$ cat src/hw/rtl/wbc_pkg.sv
package wbc_pkg;

    // Field widths
    localparam int COUNT_W    = 6;
    localparam int MODE_W     = 2;
    localparam int PHASE_W    = 2;
    localparam int TENS_W     = 3;
    localparam int ONES_W     = 4;
    localparam int COL_W      = 9;
    localparam int KEY_W      = 4;

    // Stream and configuration port widths
    localparam int S_TDATA_W  = 8;
    localparam int M_TDATA_W  = 32;
    localparam int CFG_IDX_W  = 3;
    localparam int CFG_DATA_W = 9;

    // Divider sizing: span (COL_W bits) times elapsed (COUNT_W bits)
    localparam int DIVIDEND_W = COL_W + COUNT_W;
    localparam int DIVISOR_W  = COUNT_W;

    // Divide by ten: floor(c * 205 / 2048) is exact for every 6-bit count
    localparam int TENS_RECIP = 205;
    localparam int TENS_SHIFT = 11;
    localparam int TENS_PROD_W = 14;

    // Reset values of the registers and the timer state
    localparam logic [COUNT_W-1:0] WORK_LEN_RST  = COUNT_W'(25);
    localparam logic [COUNT_W-1:0] SHORT_LEN_RST = COUNT_W'(5);
    localparam logic [COUNT_W-1:0] LONG_LEN_RST  = COUNT_W'(15);
    localparam logic [COL_W-1:0]   LEFT_COL_RST  = COL_W'(100);
    localparam logic [COL_W-1:0]   RIGHT_COL_RST = COL_W'(220);
    localparam logic [PHASE_W-1:0] PHASE_RST     = PHASE_W'(1);

    // Key value that starts, pauses or acknowledges
    localparam logic [KEY_W-1:0]   KEY_ACT       = KEY_W'(1);

    typedef enum logic [CFG_IDX_W-1:0] {
        CFG_WORK_LEN  = 3'd0,
        CFG_SHORT_LEN = 3'd1,
        CFG_LONG_LEN  = 3'd2,
        CFG_LEFT_COL  = 3'd3,
        CFG_RIGHT_COL = 3'd4
    } t_cfg_idx;

    typedef enum logic [MODE_W-1:0] {
        MODE_IDLE = 2'd0,
        MODE_RUN  = 2'd1,
        MODE_RING = 2'd2
    } t_mode;

    typedef enum logic {
        CMD_TICK = 1'b0,
        CMD_KEY  = 1'b1
    } t_cmd;

    typedef struct packed {
        logic busy;
        logic done;
    } t_div_status;

endpackage

$ cat src/hw/rtl/wbc_div.sv
module wbc_div import wbc_pkg::*; (
    input  logic                  i_clk,
    input  logic                  i_rst_n,
    input  logic                  i_start,
    input  logic [DIVIDEND_W-1:0] i_dividend,
    input  logic [DIVISOR_W-1:0]  i_divisor,
    output logic [DIVIDEND_W-1:0] o_quotient,
    output t_div_status           o_status
);

    localparam int CNT_W = $clog2(DIVIDEND_W);

    logic                  r_busy;
    logic                  r_done;
    logic [CNT_W-1:0]      r_cnt;
    logic [DIVIDEND_W-1:0] r_quo;
    logic [DIVISOR_W-1:0]  r_rem;
    logic [DIVISOR_W-1:0]  r_div;

    logic [DIVISOR_W:0]    w_shift;
    logic [DIVISOR_W:0]    w_diff;
    logic                  w_ge;

    // One restoring step: shift in the next dividend bit, subtract if it fits
    always_comb begin
        w_shift = {r_rem, r_quo[DIVIDEND_W-1]};
        w_ge    = (w_shift >= {1'b0, r_div});
        w_diff  = w_shift - {1'b0, r_div};
    end

    always_ff @(posedge i_clk) begin
        if (!i_rst_n) begin
            r_busy <= 1'b0;
            r_done <= 1'b0;
        end else begin
            r_done <= 1'b0;
            if (i_start && !r_busy) begin
                r_busy <= 1'b1;
                r_cnt  <= CNT_W'(DIVIDEND_W - 1);
                r_quo  <= i_dividend;
                r_rem  <= '0;
                r_div  <= i_divisor;
            end else if (r_busy) begin
                r_rem <= w_ge ? w_diff[DIVISOR_W-1:0] : w_shift[DIVISOR_W-1:0];
                r_quo <= {r_quo[DIVIDEND_W-2:0], w_ge};
                if (r_cnt == '0) begin
                    r_busy <= 1'b0;
                    r_done <= 1'b1;
                end else begin
                    r_cnt <= r_cnt - CNT_W'(1);
                end
            end
        end
    end

    assign o_quotient    = r_quo;
    assign o_status.busy = r_busy;
    assign o_status.done = r_done;

endmodule

$ cat src/hw/rtl/work_break_countdown_controller.sv
// Channel   Direction  Handshake                       Payload
// s_axis    in         s_axis_tvalid / s_axis_tready   tdata: key_bits; tuser: cmd
// m_axis    out        m_axis_tvalid / m_axis_tready   tdata: remaining .. bar_end_column
// cfg       in         i_cfg_valid / o_cfg_ready       i_cfg_index, i_cfg_data
//
// From acceptance to a valid result an item goes through these steps: one updates the
// timer, one forms the bar product and the tens digit, one launches the divider,
// then 15 single-bit steps of the restoring divider, one to take the quotient
// and one to load the result. The next transaction is taken only after the result
// of the last one is loaded.
// A clamped bar skips the divider steps and goes straight to the load.
// s_axis_tready is high only while no item is in progress; a result that waits on
// m_axis_tready does not block the next transaction, only the load of its result.
// Reset (synchronous, active low) restores the registers and the timer state.
// The configuration port is always ready.
module work_break_countdown_controller import wbc_pkg::*; (
    input  logic                   i_clk,
    input  logic                   i_rst_n,

    input  logic                   s_axis_tvalid,
    output logic                   s_axis_tready,
    input  logic [S_TDATA_W-1:0]   s_axis_tdata,   // [3:0] key_bits, [7:4] zero
    input  logic [0:0]             s_axis_tuser,   // [0] cmd

    output logic                   m_axis_tvalid,
    input  logic                   m_axis_tready,
    // [5:0] remaining, [7:6] run_mode, [8] on_break, [11:9] tens_digit,
    // [15:12] ones_digit, [24:16] bar_end_column, [31:25] zero
    output logic [M_TDATA_W-1:0]   m_axis_tdata,

    input  logic                   i_cfg_valid,
    output logic                   o_cfg_ready,
    input  logic [CFG_IDX_W-1:0]   i_cfg_index,
    input  logic [CFG_DATA_W-1:0]  i_cfg_data
);

    typedef enum logic [2:0] {
        S_IDLE,
        S_PREP,
        S_START,
        S_DIV,
        S_DONE
    } t_state;

    // Configuration registers
    logic [COUNT_W-1:0] r_work_len;
    logic [COUNT_W-1:0] r_short_len;
    logic [COUNT_W-1:0] r_long_len;
    logic [COL_W-1:0]   r_left_col;
    logic [COL_W-1:0]   r_right_col;

    // Timer state
    t_state             r_state;
    logic [COUNT_W-1:0] r_count;
    t_mode              r_mode;
    logic               r_break;
    logic [PHASE_W-1:0] r_phase;

    logic [COUNT_W-1:0] n_count;
    t_mode              n_mode;
    logic               n_break;
    logic [PHASE_W-1:0] n_phase;

    // Result computation
    logic [DIVIDEND_W-1:0] r_prod;
    logic                  r_skip;
    logic [TENS_W-1:0]     r_tens;
    logic [COL_W-1:0]      r_part;

    logic                  r_m_valid;
    logic [M_TDATA_W-1:0]  r_m_data;

    logic                  w_accept;
    logic                  w_right_ge;
    logic [COL_W-1:0]      w_span;
    logic [COUNT_W-1:0]    w_elapsed;
    logic [TENS_PROD_W-1:0] w_tens_prod;
    logic [ONES_W-1:0]     w_ones;
    logic [COL_W-1:0]      w_bar;
    logic                  w_out_free;

    logic [DIVIDEND_W-1:0] w_quotient;
    t_div_status           w_div_stat;

    assign w_accept      = s_axis_tvalid && s_axis_tready;
    assign s_axis_tready = (r_state == S_IDLE);
    assign o_cfg_ready   = 1'b1;
    assign w_out_free    = !r_m_valid || m_axis_tready;

    // Configuration writes; indexes past the list are dropped
    always_ff @(posedge i_clk) begin
        if (!i_rst_n) begin
            r_work_len  <= WORK_LEN_RST;
            r_short_len <= SHORT_LEN_RST;
            r_long_len  <= LONG_LEN_RST;
            r_left_col  <= LEFT_COL_RST;
            r_right_col <= RIGHT_COL_RST;
        end else if (i_cfg_valid && o_cfg_ready) begin
            unique case (t_cfg_idx'(i_cfg_index))
                CFG_WORK_LEN:  r_work_len  <= i_cfg_data[COUNT_W-1:0];
                CFG_SHORT_LEN: r_short_len <= i_cfg_data[COUNT_W-1:0];
                CFG_LONG_LEN:  r_long_len  <= i_cfg_data[COUNT_W-1:0];
                CFG_LEFT_COL:  r_left_col  <= i_cfg_data[COL_W-1:0];
                CFG_RIGHT_COL: r_right_col <= i_cfg_data[COL_W-1:0];
                default: ;
            endcase
        end
    end

    // Timer update for the incoming transaction
    always_comb begin
        n_count = r_count;
        n_mode  = r_mode;
        n_break = r_break;
        n_phase = r_phase;
        if (t_cmd'(s_axis_tuser[0]) == CMD_TICK) begin
            // Count down only while running; ring once the count sits at zero
            if (r_mode == MODE_RUN) begin
                if (r_count != '0) begin
                    n_count = r_count - COUNT_W'(1);
                end
                if (n_count == '0) begin
                    n_mode = MODE_RING;
                end
            end
        end else if (s_axis_tdata[KEY_W-1:0] == KEY_ACT) begin
            unique case (r_mode)
                MODE_IDLE: n_mode = MODE_RUN;
                MODE_RUN:  n_mode = MODE_IDLE;
                MODE_RING: begin
                    // Acknowledge: flip period, advance session, reload the count and return to idle
                    n_break = !r_break;
                    n_phase = r_phase + PHASE_W'(1);
                    if (!n_break) begin
                        n_count = r_work_len;
                    end else if (n_phase != '0) begin
                        n_count = r_short_len;
                    end else begin
                        n_count = r_long_len;
                    end
                    n_mode = MODE_IDLE;
                end
                default: n_mode = r_mode;
            endcase
        end
    end

    // Bar operands (span, elapsed count), tens and ones digits, and the bar end column
    always_comb begin
        w_right_ge  = (r_right_col >= r_left_col);
        w_span      = w_right_ge ? (r_right_col - r_left_col) : (r_left_col - r_right_col);
        w_elapsed   = r_work_len - r_count;
        w_tens_prod = TENS_PROD_W'(r_count) * TENS_PROD_W'(TENS_RECIP);
        w_ones      = ONES_W'(7'(r_count) - (7'({r_tens, 3'b000}) + 7'({r_tens, 1'b0})));
        w_bar       = w_right_ge ? (r_left_col + r_part) : (r_left_col - r_part);
    end

    wbc_div u_div (
        .i_clk      (i_clk),
        .i_rst_n    (i_rst_n),
        .i_start    (r_state == S_START && !r_skip),
        .i_dividend (r_prod),
        .i_divisor  (r_work_len),
        .o_quotient (w_quotient),
        .o_status   (w_div_stat)
    );

    always_ff @(posedge i_clk) begin
        if (!i_rst_n) begin
            r_state   <= S_IDLE;
            r_count   <= WORK_LEN_RST;
            r_mode    <= MODE_IDLE;
            r_break   <= 1'b0;
            r_phase   <= PHASE_RST;
            r_m_valid <= 1'b0;
        end else begin
            // Drop the held result once the sink takes it, unless a new one replaces it
            if (r_m_valid && m_axis_tready && r_state != S_DONE) begin
                r_m_valid <= 1'b0;
            end
            unique case (r_state)
                S_IDLE: begin
                    if (w_accept) begin
                        r_count <= n_count;
                        r_mode  <= n_mode;
                        r_break <= n_break;
                        r_phase <= n_phase;
                        r_state <= S_PREP;
                    end
                end
                S_PREP: begin
                    // Clamp to the left column when the work length is zero or the count exceeds it
                    r_skip  <= (r_work_len == '0) || (r_count > r_work_len);
                    r_prod  <= DIVIDEND_W'(w_span) * DIVIDEND_W'(w_elapsed);
                    r_tens  <= w_tens_prod[TENS_SHIFT +: TENS_W];
                    r_state <= S_START;
                end
                S_START: begin
                    if (r_skip) begin
                        r_part  <= '0;
                        r_state <= S_DONE;
                    end else begin
                        r_state <= S_DIV;
                    end
                end
                S_DIV: begin
                    if (w_div_stat.done) begin
                        r_part  <= w_quotient[COL_W-1:0];
                        r_state <= S_DONE;
                    end
                end
                S_DONE: begin
                    // Hold until the output register is free, then load the result
                    if (w_out_free) begin
                        r_m_valid <= 1'b1;
                        r_m_data  <= M_TDATA_W'({w_bar, w_ones, r_tens, r_break,
                                                 r_mode, r_count});
                        r_state   <= S_IDLE;
                    end else if (r_m_valid && m_axis_tready) begin
                        r_m_valid <= 1'b0;
                    end
                end
                default: r_state <= S_IDLE;
            endcase
        end
    end

    assign m_axis_tvalid = r_m_valid;
    assign m_axis_tdata  = r_m_data;

    // Ringing only ever happens at a zero count
    assert property (@(posedge i_clk) disable iff (!i_rst_n)
        (r_mode == MODE_RING) |-> (r_count == '0))
        else $error("ringing with a nonzero count");

    // An accepted transaction holds the input ready low in the following cycle
    assert property (@(posedge i_clk) disable iff (!i_rst_n)
        w_accept |=> !s_axis_tready)
        else $error("input ready right after a transaction");

    // The divider only finishes while the sequencer waits on it
    assert property (@(posedge i_clk) disable iff (!i_rst_n)
        w_div_stat.done |-> (r_state == S_DIV))
        else $error("divider finished outside the wait state");

    // The delivered ones digit is a decimal digit
    assert property (@(posedge i_clk) disable iff (!i_rst_n)
        m_axis_tvalid |-> (m_axis_tdata[15:12] < 4'd10))
        else $error("ones digit out of range");

endmodule
$ cat config.mk
export PLATFORM = sky130hd
export DESIGN_NAME = work_break_countdown_controller
export DESIGN_NICKNAME = d
export VERILOG_FILES = /design/src/hw/rtl/wbc_pkg.sv /design/src/hw/rtl/wbc_div.sv /design/src/hw/rtl/work_break_countdown_controller.sv
export SDC_FILE = /design/constraint.sdc
export NUM_CORES = 1
export LEC_CHECK = 0
export BUFFER_PORTS_ARGS = -buffer_cell sky130_fd_sc_hd__buf_2
export CAP_MARGIN = 0
export CORE_ASPECT_RATIO = 2
export CORE_UTILIZATION = 31
export DETAILED_ROUTE_END_ITERATION = 8
export GPL_TIMING_DRIVEN = 1
export REMOVE_ABC_BUFFERS = 1
export SLEW_MARGIN = 20
export SYNTH_ARGS = -nofsm -noshare
export SYNTH_HDL_FRONTEND = slang
export SYNTH_SLANG_ARGS = --single-unit
$ cat constraint.sdc
create_clock -name i_clk -period 6.2 [get_ports i_clk]
set_input_delay 0.31 -clock i_clk [delete_from_list [all_inputs] [get_ports i_clk]]
set_output_delay 0.31 -clock i_clk [all_outputs]
set_load 0.005 [all_outputs]
Yosys cells after proc, flatten, opt, wreduce, memory -nomap -nowiden

Cells that the tools add are included.

Reductions and logical operators: 40
Add/subtract/negate cells: 11
Shift-type cells: 0
$mul: 2
Order comparisons: 3
Divide/modulo/power cells: 0
Eq/ne operators: 20
Multiplexer cells: 38
Bitwise operators: 2

Operators by type and width:

| kind                 | number |
|---|---|
| $mux 6               | 11 |
| $mux 9               | 4 |
| $mux 15              | 2 |
| $sub 9x9->9          | 3 |
| $pmux 9 s2           | 1 |
| $reduce_and 2->1     | 8 |
| $mul 9x6->15         | 1 |
| $pmux 3 s5           | 1 |
| $mul 6x8->14 const B | 1 |
| $eq 3x2->1 const B   | 4 |
| $logic_not 6->1      | 2 |
| $mux 3               | 4 |
| $sub 6x6->6          | 2 |
| $ne 2x1->1 const B   | 5 |
| $reduce_and 5->1     | 2 |
| $reduce_bool 2->1    | 5 |
| $add 9x9->9          | 1 |
| $ge 9x9->1           | 1 |
| $reduce_and 3->1     | 3 |
| $mux 1               | 8 |
| $mux 2               | 4 |
| $mux 4               | 2 |
| $ge 7x6->1           | 1 |
| $eq 3x1->1 const B   | 2 |
| other kinds (26)     | 38 |

Output and inout bits: 35
RAM bits: 0
Bits in read-only memories: 0
Memories: 0
Flip-flop bits (word level): 137
Logic and storage cells: 138
Bits in latches: 0

Depth between registers and ports, before layout

Gate-level depths: netlist (run 1).

Depth after elaboration: 8
Depth in mapped cells: 23
Mapped depth without buffers: 23

Hierarchy

A second synthesis (run 1) with hierarchy kept.

Cell total of the unflattened synthesis: 1005
Area total of the unflattened synthesis: 9765.6 um2

Modules (own cells, without submodules):

| module                          | area each (um2) | seq. area each (um2) | instances | cells an instance |
|---|---|---|---|---|
| work_break_countdown_controller | 8105.3          | 2612.5               | 1         | 854 |
| wbc_div                         | 1660.3          | 970.9                | 1         | 151 |

Worst setup path before layout (run 1)

Ideal clock, no wire load.

Path type: register to register
Start point: register r_left_col[3]
End point: register r_prod[14] (data pin)
Data arrival time: 5.220 ns
Stages on the path, launching flop included: 22
Data required time: 5.938 ns
Setup slack: 0.718 ns
Cell sequence: dfxtp_1 > inv_1 > ha_1 > buf_4 > and3_4 > and4_4 > or3_1 > buf_6 > nor2_4 > o211ai_1 > a21o_1 > fa_1 > fa_1 > fa_1 > inv_1 > ha_1 > and3_1 > a221o_1 > o41ai_2 > o21ai_0 > a21oi_1 > xor2_1

Word-level cells in the longest chain between the ends: 3

Ends and longest elaborated chain:

| item                                      | line                                                                           | RTL |
|---|---|---|
| start, declared                           | work_break_countdown_controller.sv:49                                          | `logic [COL_W-1:0] r_left_col;` |
| start signal, assigned                    | work_break_countdown_controller.sv:103                                         | `CFG_LEFT_COL: r_left_col <= i_cfg_data[COL_W-1:0];` |
| $sub 9x9->9 or $ge 9x9->1 (tied branches) | work_break_countdown_controller.sv:151, work_break_countdown_controller.sv:150 |  |
| $mux 9 *                                  | work_break_countdown_controller.sv:151                                         | `w_span = w_right_ge ? (r_right_col - r_left_col) : (r_left_col - r_right_col);` |
| $mul 9x6->15 *                            | work_break_countdown_controller.sv:194                                         | `r_prod <= DIVIDEND_W'(w_span) * DIVIDEND_W'(w_elapsed);` |
| end signal, assigned                      | work_break_countdown_controller.sv:194                                         |  |
| end, declared                             | work_break_countdown_controller.sv:65                                          | `logic [DIVIDEND_W-1:0] r_prod;` |

Every way passes the cells marked *; elsewhere a longest branch is shown, timed or not.
A chain may end at the register's enable or synchronous reset.

Worst setup path after layout (run 1)

Ends and elaborated chain as after synthesis.

==> results of run 1 <==
## critical path: cells and delay by family (launching register included)
kind | cells | cell delay [ps]
AOI/OAI and AO/OA | 5 | 1310
and+or+nand+nor | 6 | 1390
xor gates and xnor gates | 1 | 80
adders and majority gates | 5 | 2180
buffers and inverters | 3 | 290
DFF | 1 | 420
## routing by layer
metal | global-route usage | vias up | share of wire
met5 | 0 | - | 0
met4 | 0.1122 | 0 | 0.060
met3 | 0.02011 | 68 | 0.023
met2 | 0.3400 | 136 | 0.60
met1 | 0.1304 | 3560 | 0.32
li1 | - | 3590 | -
## area by class of cell
cell class / instances / area share
multi-input combinational: 731 / 0.4979
clock buffer: 23 / 0.04237
inverter: 99 / 0.03294
timing repair buffer: 92 / 0.05058
sequential: 137 / 0.3177
tap: 418 / 0.04636
clock inverter: 9 / 0.01220
## power breakdown
| part | switching [uW] | leakage (uW) | internal [uW] |
|---|---|---|---|
| sequential | 22.2 | 0.00119 | 1010 |
| combinational | 293 | 0.00325 | 216 |
| clock | 395 | 0.000298 | 667 |
## flip-flops by register name (all words and copies together), names as in the netlist
signal / count
r_state: 3
r_long_len: 6
r_count: 6
u_div.r_rem: 6
r_tens: 3
r_work_len: 6
u_div.o_quotient: 15
m_axis_tdata: 25
u_div.r_busy: 1
u_div.r_done: 1
r_left_col: 9
r_right_col: 9
u_div.r_div: 6
u_div.r_cnt: 4
m_axis_tvalid: 1
r_break: 1
r_mode: 2
r_part: 9
r_skip: 1
r_short_len: 6
r_prod: 15
r_phase: 2
## per-stage QoR
step	utilization	area [um^2]	hold WS (ps)	total power (uW)	setup WS, ps
2_1_floorplan	-	9550	371.9	1399	366.8
3_3_place_gp	0.3454	10660	443.8	1557	321.0
3_5_place_dp	0.3454	10660	446.8	1569	258.9
4_1_cts	0.3654	11270	113.4	2639	246.0
5_1_grt	0.3656	11280	148.5	2727	16.07
6_report	0.3656	11280	133.3	2608	263.4
## worst paths after layout
path	from	to	slack, ps
worst max-delay path	r_left_col[3]	r_prod[14]	260
worst min-delay path	i_cfg_data[6]	r_left_col[6]	130
worst max register to register	r_left_col[3]	r_prod[14]	260
worst min register to register	r_tens[1]	m_axis_tdata[10]	460
## logic make-up (layout without fill, tap and decap cells)
group / Yosys count / after routing / share of synthesized area
and+or+nand+nor: 324 / 324 / 0.1582
AOI/OAI and AO/OA: 189 / 189 / 0.1359
adders and majority gates: 140 / 140 / 0.2111
DFF: 137 / 137 / 0.3687
buffers and inverters: 137 / 223 / 0.05793
xor gates and xnor gates: 48 / 48 / 0.04467
muxes: 22 / 22 / 0.02266
other: 2 / 8 / 0.0007727
## Yosys cell counts (all sizes together), types with 18 or more instances
cell / number / share of area
o21ai: 28 / 0.015
dfxtp: 53 / 0.11
nand2: 131 / 0.051
clkbuf: 23 / 0.0089
fa: 40 / 0.082
a21boi: 18 / 0.014
o211ai: 20 / 0.015
ha: 100 / 0.13
nor2b: 28 / 0.018
mux2i: 22 / 0.023
xnor2: 33 / 0.030
nor3: 19 / 0.0098
inv: 99 / 0.038
nor2: 60 / 0.024
nand3: 24 / 0.012
edfxtp: 84 / 0.26
a21oi: 39 / 0.020
==> results by group, run 1 <==
Status
  • Outcome: finished, final reports clean

Timing
  • Hold Violations, Final: 0
  • Slew headroom: 0.4077
  • Pins over their slew limit: 0
  • Setup_tns: 0 ps
  • Fin crit period: 5937 ps
  • Fmax: 0.1684 GHz
  • Unrepaired setup endpoints after global routing: false
  • Setup violations, final: 0
  • Actual slew at the worst max-slew pin: 888.5 ps
  • Final worst-path cycle share: 0.9575
  • Worst clock skew: 9.597 ps

Cells and area
  • FF/Latch Area: 0.003583 mm^2
  • NumNets Final: 1,244
  • Commonest non-fill, non-tap cell in the layout: nand2_1
  • Final Non-Filler Cells: 1,509
  • Diodes inserted: 0
  • Share of cells above drive strength 1: 0.1302
  • Area of the multi-input gates: 0.005617 mm^2
  • Most frequent cells in the layout: nand2_1 (131), ha_1 (100), inv_1 (99)
  • Area grow syn2layout: 16.07%
  • FILL cells: 3,096

Clocking
  • H-tree depth: 4
  • CTS Sinks: 137
  • Worst skew pair latency: 440 ps
  • CTS root buffer: clkbuf_16
  • Post-CTS Setup Inserts: 0
  • Post_cts resized: 0
  • Hold buffers post-CTS: 0
  • CTS tree: yes
  • Clock buffer count from CTS: 17
  • Longest Clk Path Bufs: 2
  • CTS clk-pin slew, worst paths: 60 ps

Placement
  • # port buffers: 48
  • Placer's final routability congestion estimate: 0.9121
  • Detailed placer's ending HPWL: 19,950 um
  • Placed insts: 1,477

Drt
  • DRC violations left: 0
  • ANT nets after route: 0
  • Drt wl/cell: 16.17 um
  • Vias: 7,354
  • 1st-iter DRT viols: 203
  • Vias per cell: 4.873
  • DR pass1 iterations: 5
  • Routed wire length: 24,410 um

Global route
  • GRT Util Overall: 0.1611
  • Vias in the first global route: 7,693
  • GRT overflow: 0
  • Initial antenna violation count: 0
  • Largest net degree at the start of global routing: 51
  • First-pass GRT wire length: 38,900 um

Min path
  • HP Class: input pin to register
  • Hold depth: 3

Synthesis
  • EDFF count, synth: 84
  • Synthesized area: 0.009719 mm^2
  • Sequential fraction of the synthesis area: 0.3687
  • Synth unique cells: 72
  • Post-Syn Instances: 999
  • Yosys reg bits: 137
  • FFs w/ async S/R, synth: 0
  • Synth warnings: 0
  • Main synth FF type: edfxtp_1
  • Syn_area_per_cell: 9.729 um^2

Critical path
  • CP Class: register to register
  • Critical path's slowest cell: fa_1
  • CP max stage delay: 540 ps
  • CP endpoint kind: register
  • Most used cell, CP: fa_1
  • Worst Reg-to-Reg Cells: 20
  • Crit path DAT: 6120 ps
  • CP Launch Type: register
  • CP Max Fanout: 6
  • WP data required: 6380 ps
  • Worst path cell trace: inv_1 -> ha_1 -> and3_4 -> and4_4 -> or3_1 -> o22ai_1 -> nand2_1 -> nand2_1 -> fa_1 -> fa_1 -> fa_1 -> inv_1 -> ha_1 -> and3_1 -> a221o_1 -> o41ai_2 -> buf_4 -> o21ai_0 -> a21oi_1 -> xor2_1

Pwr
  • VDD IR-drop max: 0.1897 mV
  • P per Cell Area: 231.2 mW/mm^2
  • Lkg Pwr: 0.004743 uW

Die
  • Core Rows: 91
  • Die width: 127.2 um
  • Die height: 252.4 um
  • Core Area: 0.03086 mm^2
  • Initial core utilization: 0.3150
  • IO Count: 61
  • Die area: 0.03211 mm^2

Job
  • Maxcap violations: 0
No activity file was read; power rests on OpenSTA's default activity.
==> inputs of run 2 (changes only) <==
--- a/config.mk
+++ b/config.mk
@@ -9,7 +9,9 @@
 export CAP_MARGIN = 0
 export CORE_ASPECT_RATIO = 2
 export CORE_UTILIZATION = 31
+export CTS_BUF_LIST = sky130_fd_sc_hd__clkbuf_8
 export DETAILED_ROUTE_END_ITERATION = 8
+export GPL_ROUTABILITY_DRIVEN = 1
 export GPL_TIMING_DRIVEN = 1
 export REMOVE_ABC_BUFFERS = 1
 export SLEW_MARGIN = 20
==> run 2 against run 1 <==
Combinational power about the same. Critical path type unchanged. Die area unchanged. First-iteration DRC count increased by 3.0%. Power decreased by 10%. Sequential power about the same. Final cell count about the same. Final area decreased by 1.7%.
==> results by group, run 2 (same netlist as run 1, synthesis figures left out) <==
Drt
  • Routed wire length: 24,410 um
  • DR pass1 iterations: 4
  • DRC violations left: 0
  • Vias: 7,371
  • ANT nets after route: 0
  • Drt wl/cell: 16.17 um
  • 1st-iter DRT viols: 209
  • Vias per cell: 4.881

Clocking
  • CTS Sinks: 137
  • Post_cts resized: 0
  • Post-CTS Setup Inserts: 0
  • Worst skew pair latency: 480 ps
  • Longest Clk Path Bufs: 2
  • CTS root buffer: clkbuf_8
  • Clock buffer count from CTS: 17
  • CTS tree: yes
  • CTS clk-pin slew, worst paths: 90 ps
  • H-tree depth: 4
  • Hold buffers post-CTS: 0

Cells and area
  • Final non-filler cell area: 0.01109 mm^2
  • FILL cells: 3,128
  • NumNets Final: 1,244
  • Share of cells above drive strength 1: 0.1302
  • Commonest non-fill, non-tap cell in the layout: nand2_1
  • Largest register FFs: 25
  • Most frequent cells in the layout: nand2_1 (131), inv_1 (102), ha_1 (100)
  • Area grow syn2layout: 14.12%

Critical path
  • CP endpoint kind: register
  • CP Launch Type: register
  • CP Max Fanout: 6
  • WP data required: 6420 ps
  • CP Class: register to register
  • Crit path DAT: 6150 ps

Die
  • IO Count: 61
  • Core Rows: 91
  • Core Area: 0.03086 mm^2
  • Initial core utilization: 0.3150
  • Die height: 252.4 um
  • Die area: 0.03211 mm^2
  • Die width: 127.2 um

Pwr
  • Lkg Pwr: 0.004668 uW
  • Total Power: 2337 uW
  • VDD IR-drop max: 0.1116 mV
  • P per Cell Area: 210.7 mW/mm^2

Placement
  • Placer's final routability congestion estimate: 0.9121
  • # port buffers: 48
  • Detailed placer's ending HPWL: 19,950 um
  • Placed instance area: 0.01066 mm^2

Global route
  • Largest net degree at the start of global routing: 51
  • First-pass GRT wire length: 38,830 um
  • GRT Util Overall: 0.1610
  • GRT overflow: 0
  • Vias in the first global route: 7,695
  • Initial antenna violation count: 1

Timing
  • Fmax: 0.1687 GHz
  • Slew headroom: 0.4155
  • Unrepaired setup endpoints after global routing: false
  • Fin crit period: 5929 ps
  • Pins over their slew limit: 0
  • Setup_tns: 0 ps
  • Worst clock skew: 16.43 ps
  • Hold Violations, Final: 0
  • Final worst-path cycle share: 0.9563
  • Actual slew at the worst max-slew pin: 876.8 ps
  • Setup violations, final: 0

Job
  • Maxcap violations: 0

Status
  • Outcome: finished, final reports clean

Min path
  • HP Class: input pin to register
==> run 2: changes by cell type in the layout (fill, tap and decap cells not counted), sizes merged <==
cell,change
clkbuf,-3
diode,+1
inv,+3
==> run 2: stage by stage <==
step	worst slack (ps)	hold WS, ps	util	cells
6_report	271.2	82.37	0.3595	1510
5_1_grt	8.377	94.25	0.3595	1510
4_1_cts	240.7	54.95	0.3592	1509
3_5_place_dp	258.9	446.8	0.3454	1477
3_3_place_gp	321.0	443.8	0.3454	1477
2_1_floorplan	366.8	371.9	-	967
==> run 2: report_power, final <==
part	switching, uW	internal [uW]	total (uW)
Sequential	22.3	1010	1030
Clock	366	428	794
Combinational	293	216	508
Total	681	1660	2340
==> run 2: critical path: stages, from the launching register on <==
cell and delay, ps:
dfxtp_1 440, inv_1 70, ha_1 360, and3_4 210, and4_4 170, or3_1 480, o22ai_1 410, nand2_1 200
nand2_1 130, fa_1 430, fa_1 520, fa_1 540, inv_1 40, ha_1 330, and3_1 200, a221o_1 370
o41ai_2 240, buf_4 180, o21ai_0 80, a21oi_1 180, xor2_1 80
==> run 2: worst paths after layout <==
kind | slack, ps | endpoint | startpoint | depth (start not counted)
worst min-delay path | 80 | r_left_col[6] | i_cfg_data[6] | 3
worst max-delay path | 270 | r_prod[14] | r_left_col[3] | 20
worst max register to register | 270 | r_prod[14] | r_left_col[3] | 20
worst min register to register | 460 | m_axis_tdata[10] | r_tens[1] | 0
==> run 2: cell type report <==
cell class	instances	area, um^2	share of cell area
diodes	1	2.502	0.0002256
clock buffers	20	275.3	0.02482
clock inverters	12	148.9	0.01342
inverters	99	371.6	0.03350
multi-input cells	731	5617	0.5064
flip-flops and latches	137	3583	0.3231
well taps	418	523.0	0.04715
repair buffers	92	570.5	0.05144
==> run 2: per-layer routing <==
layer / global-route usage / vias to the layer above / wire (um)
met1: 0.1299 / 3577 / 7729
li1: - / 3591 / -
met2: 0.3402 / 136 / 14760
met3: 0.02096 / 67 / 483
met4: 0.1109 / 0 / 1443
met5: 0 / - / 0
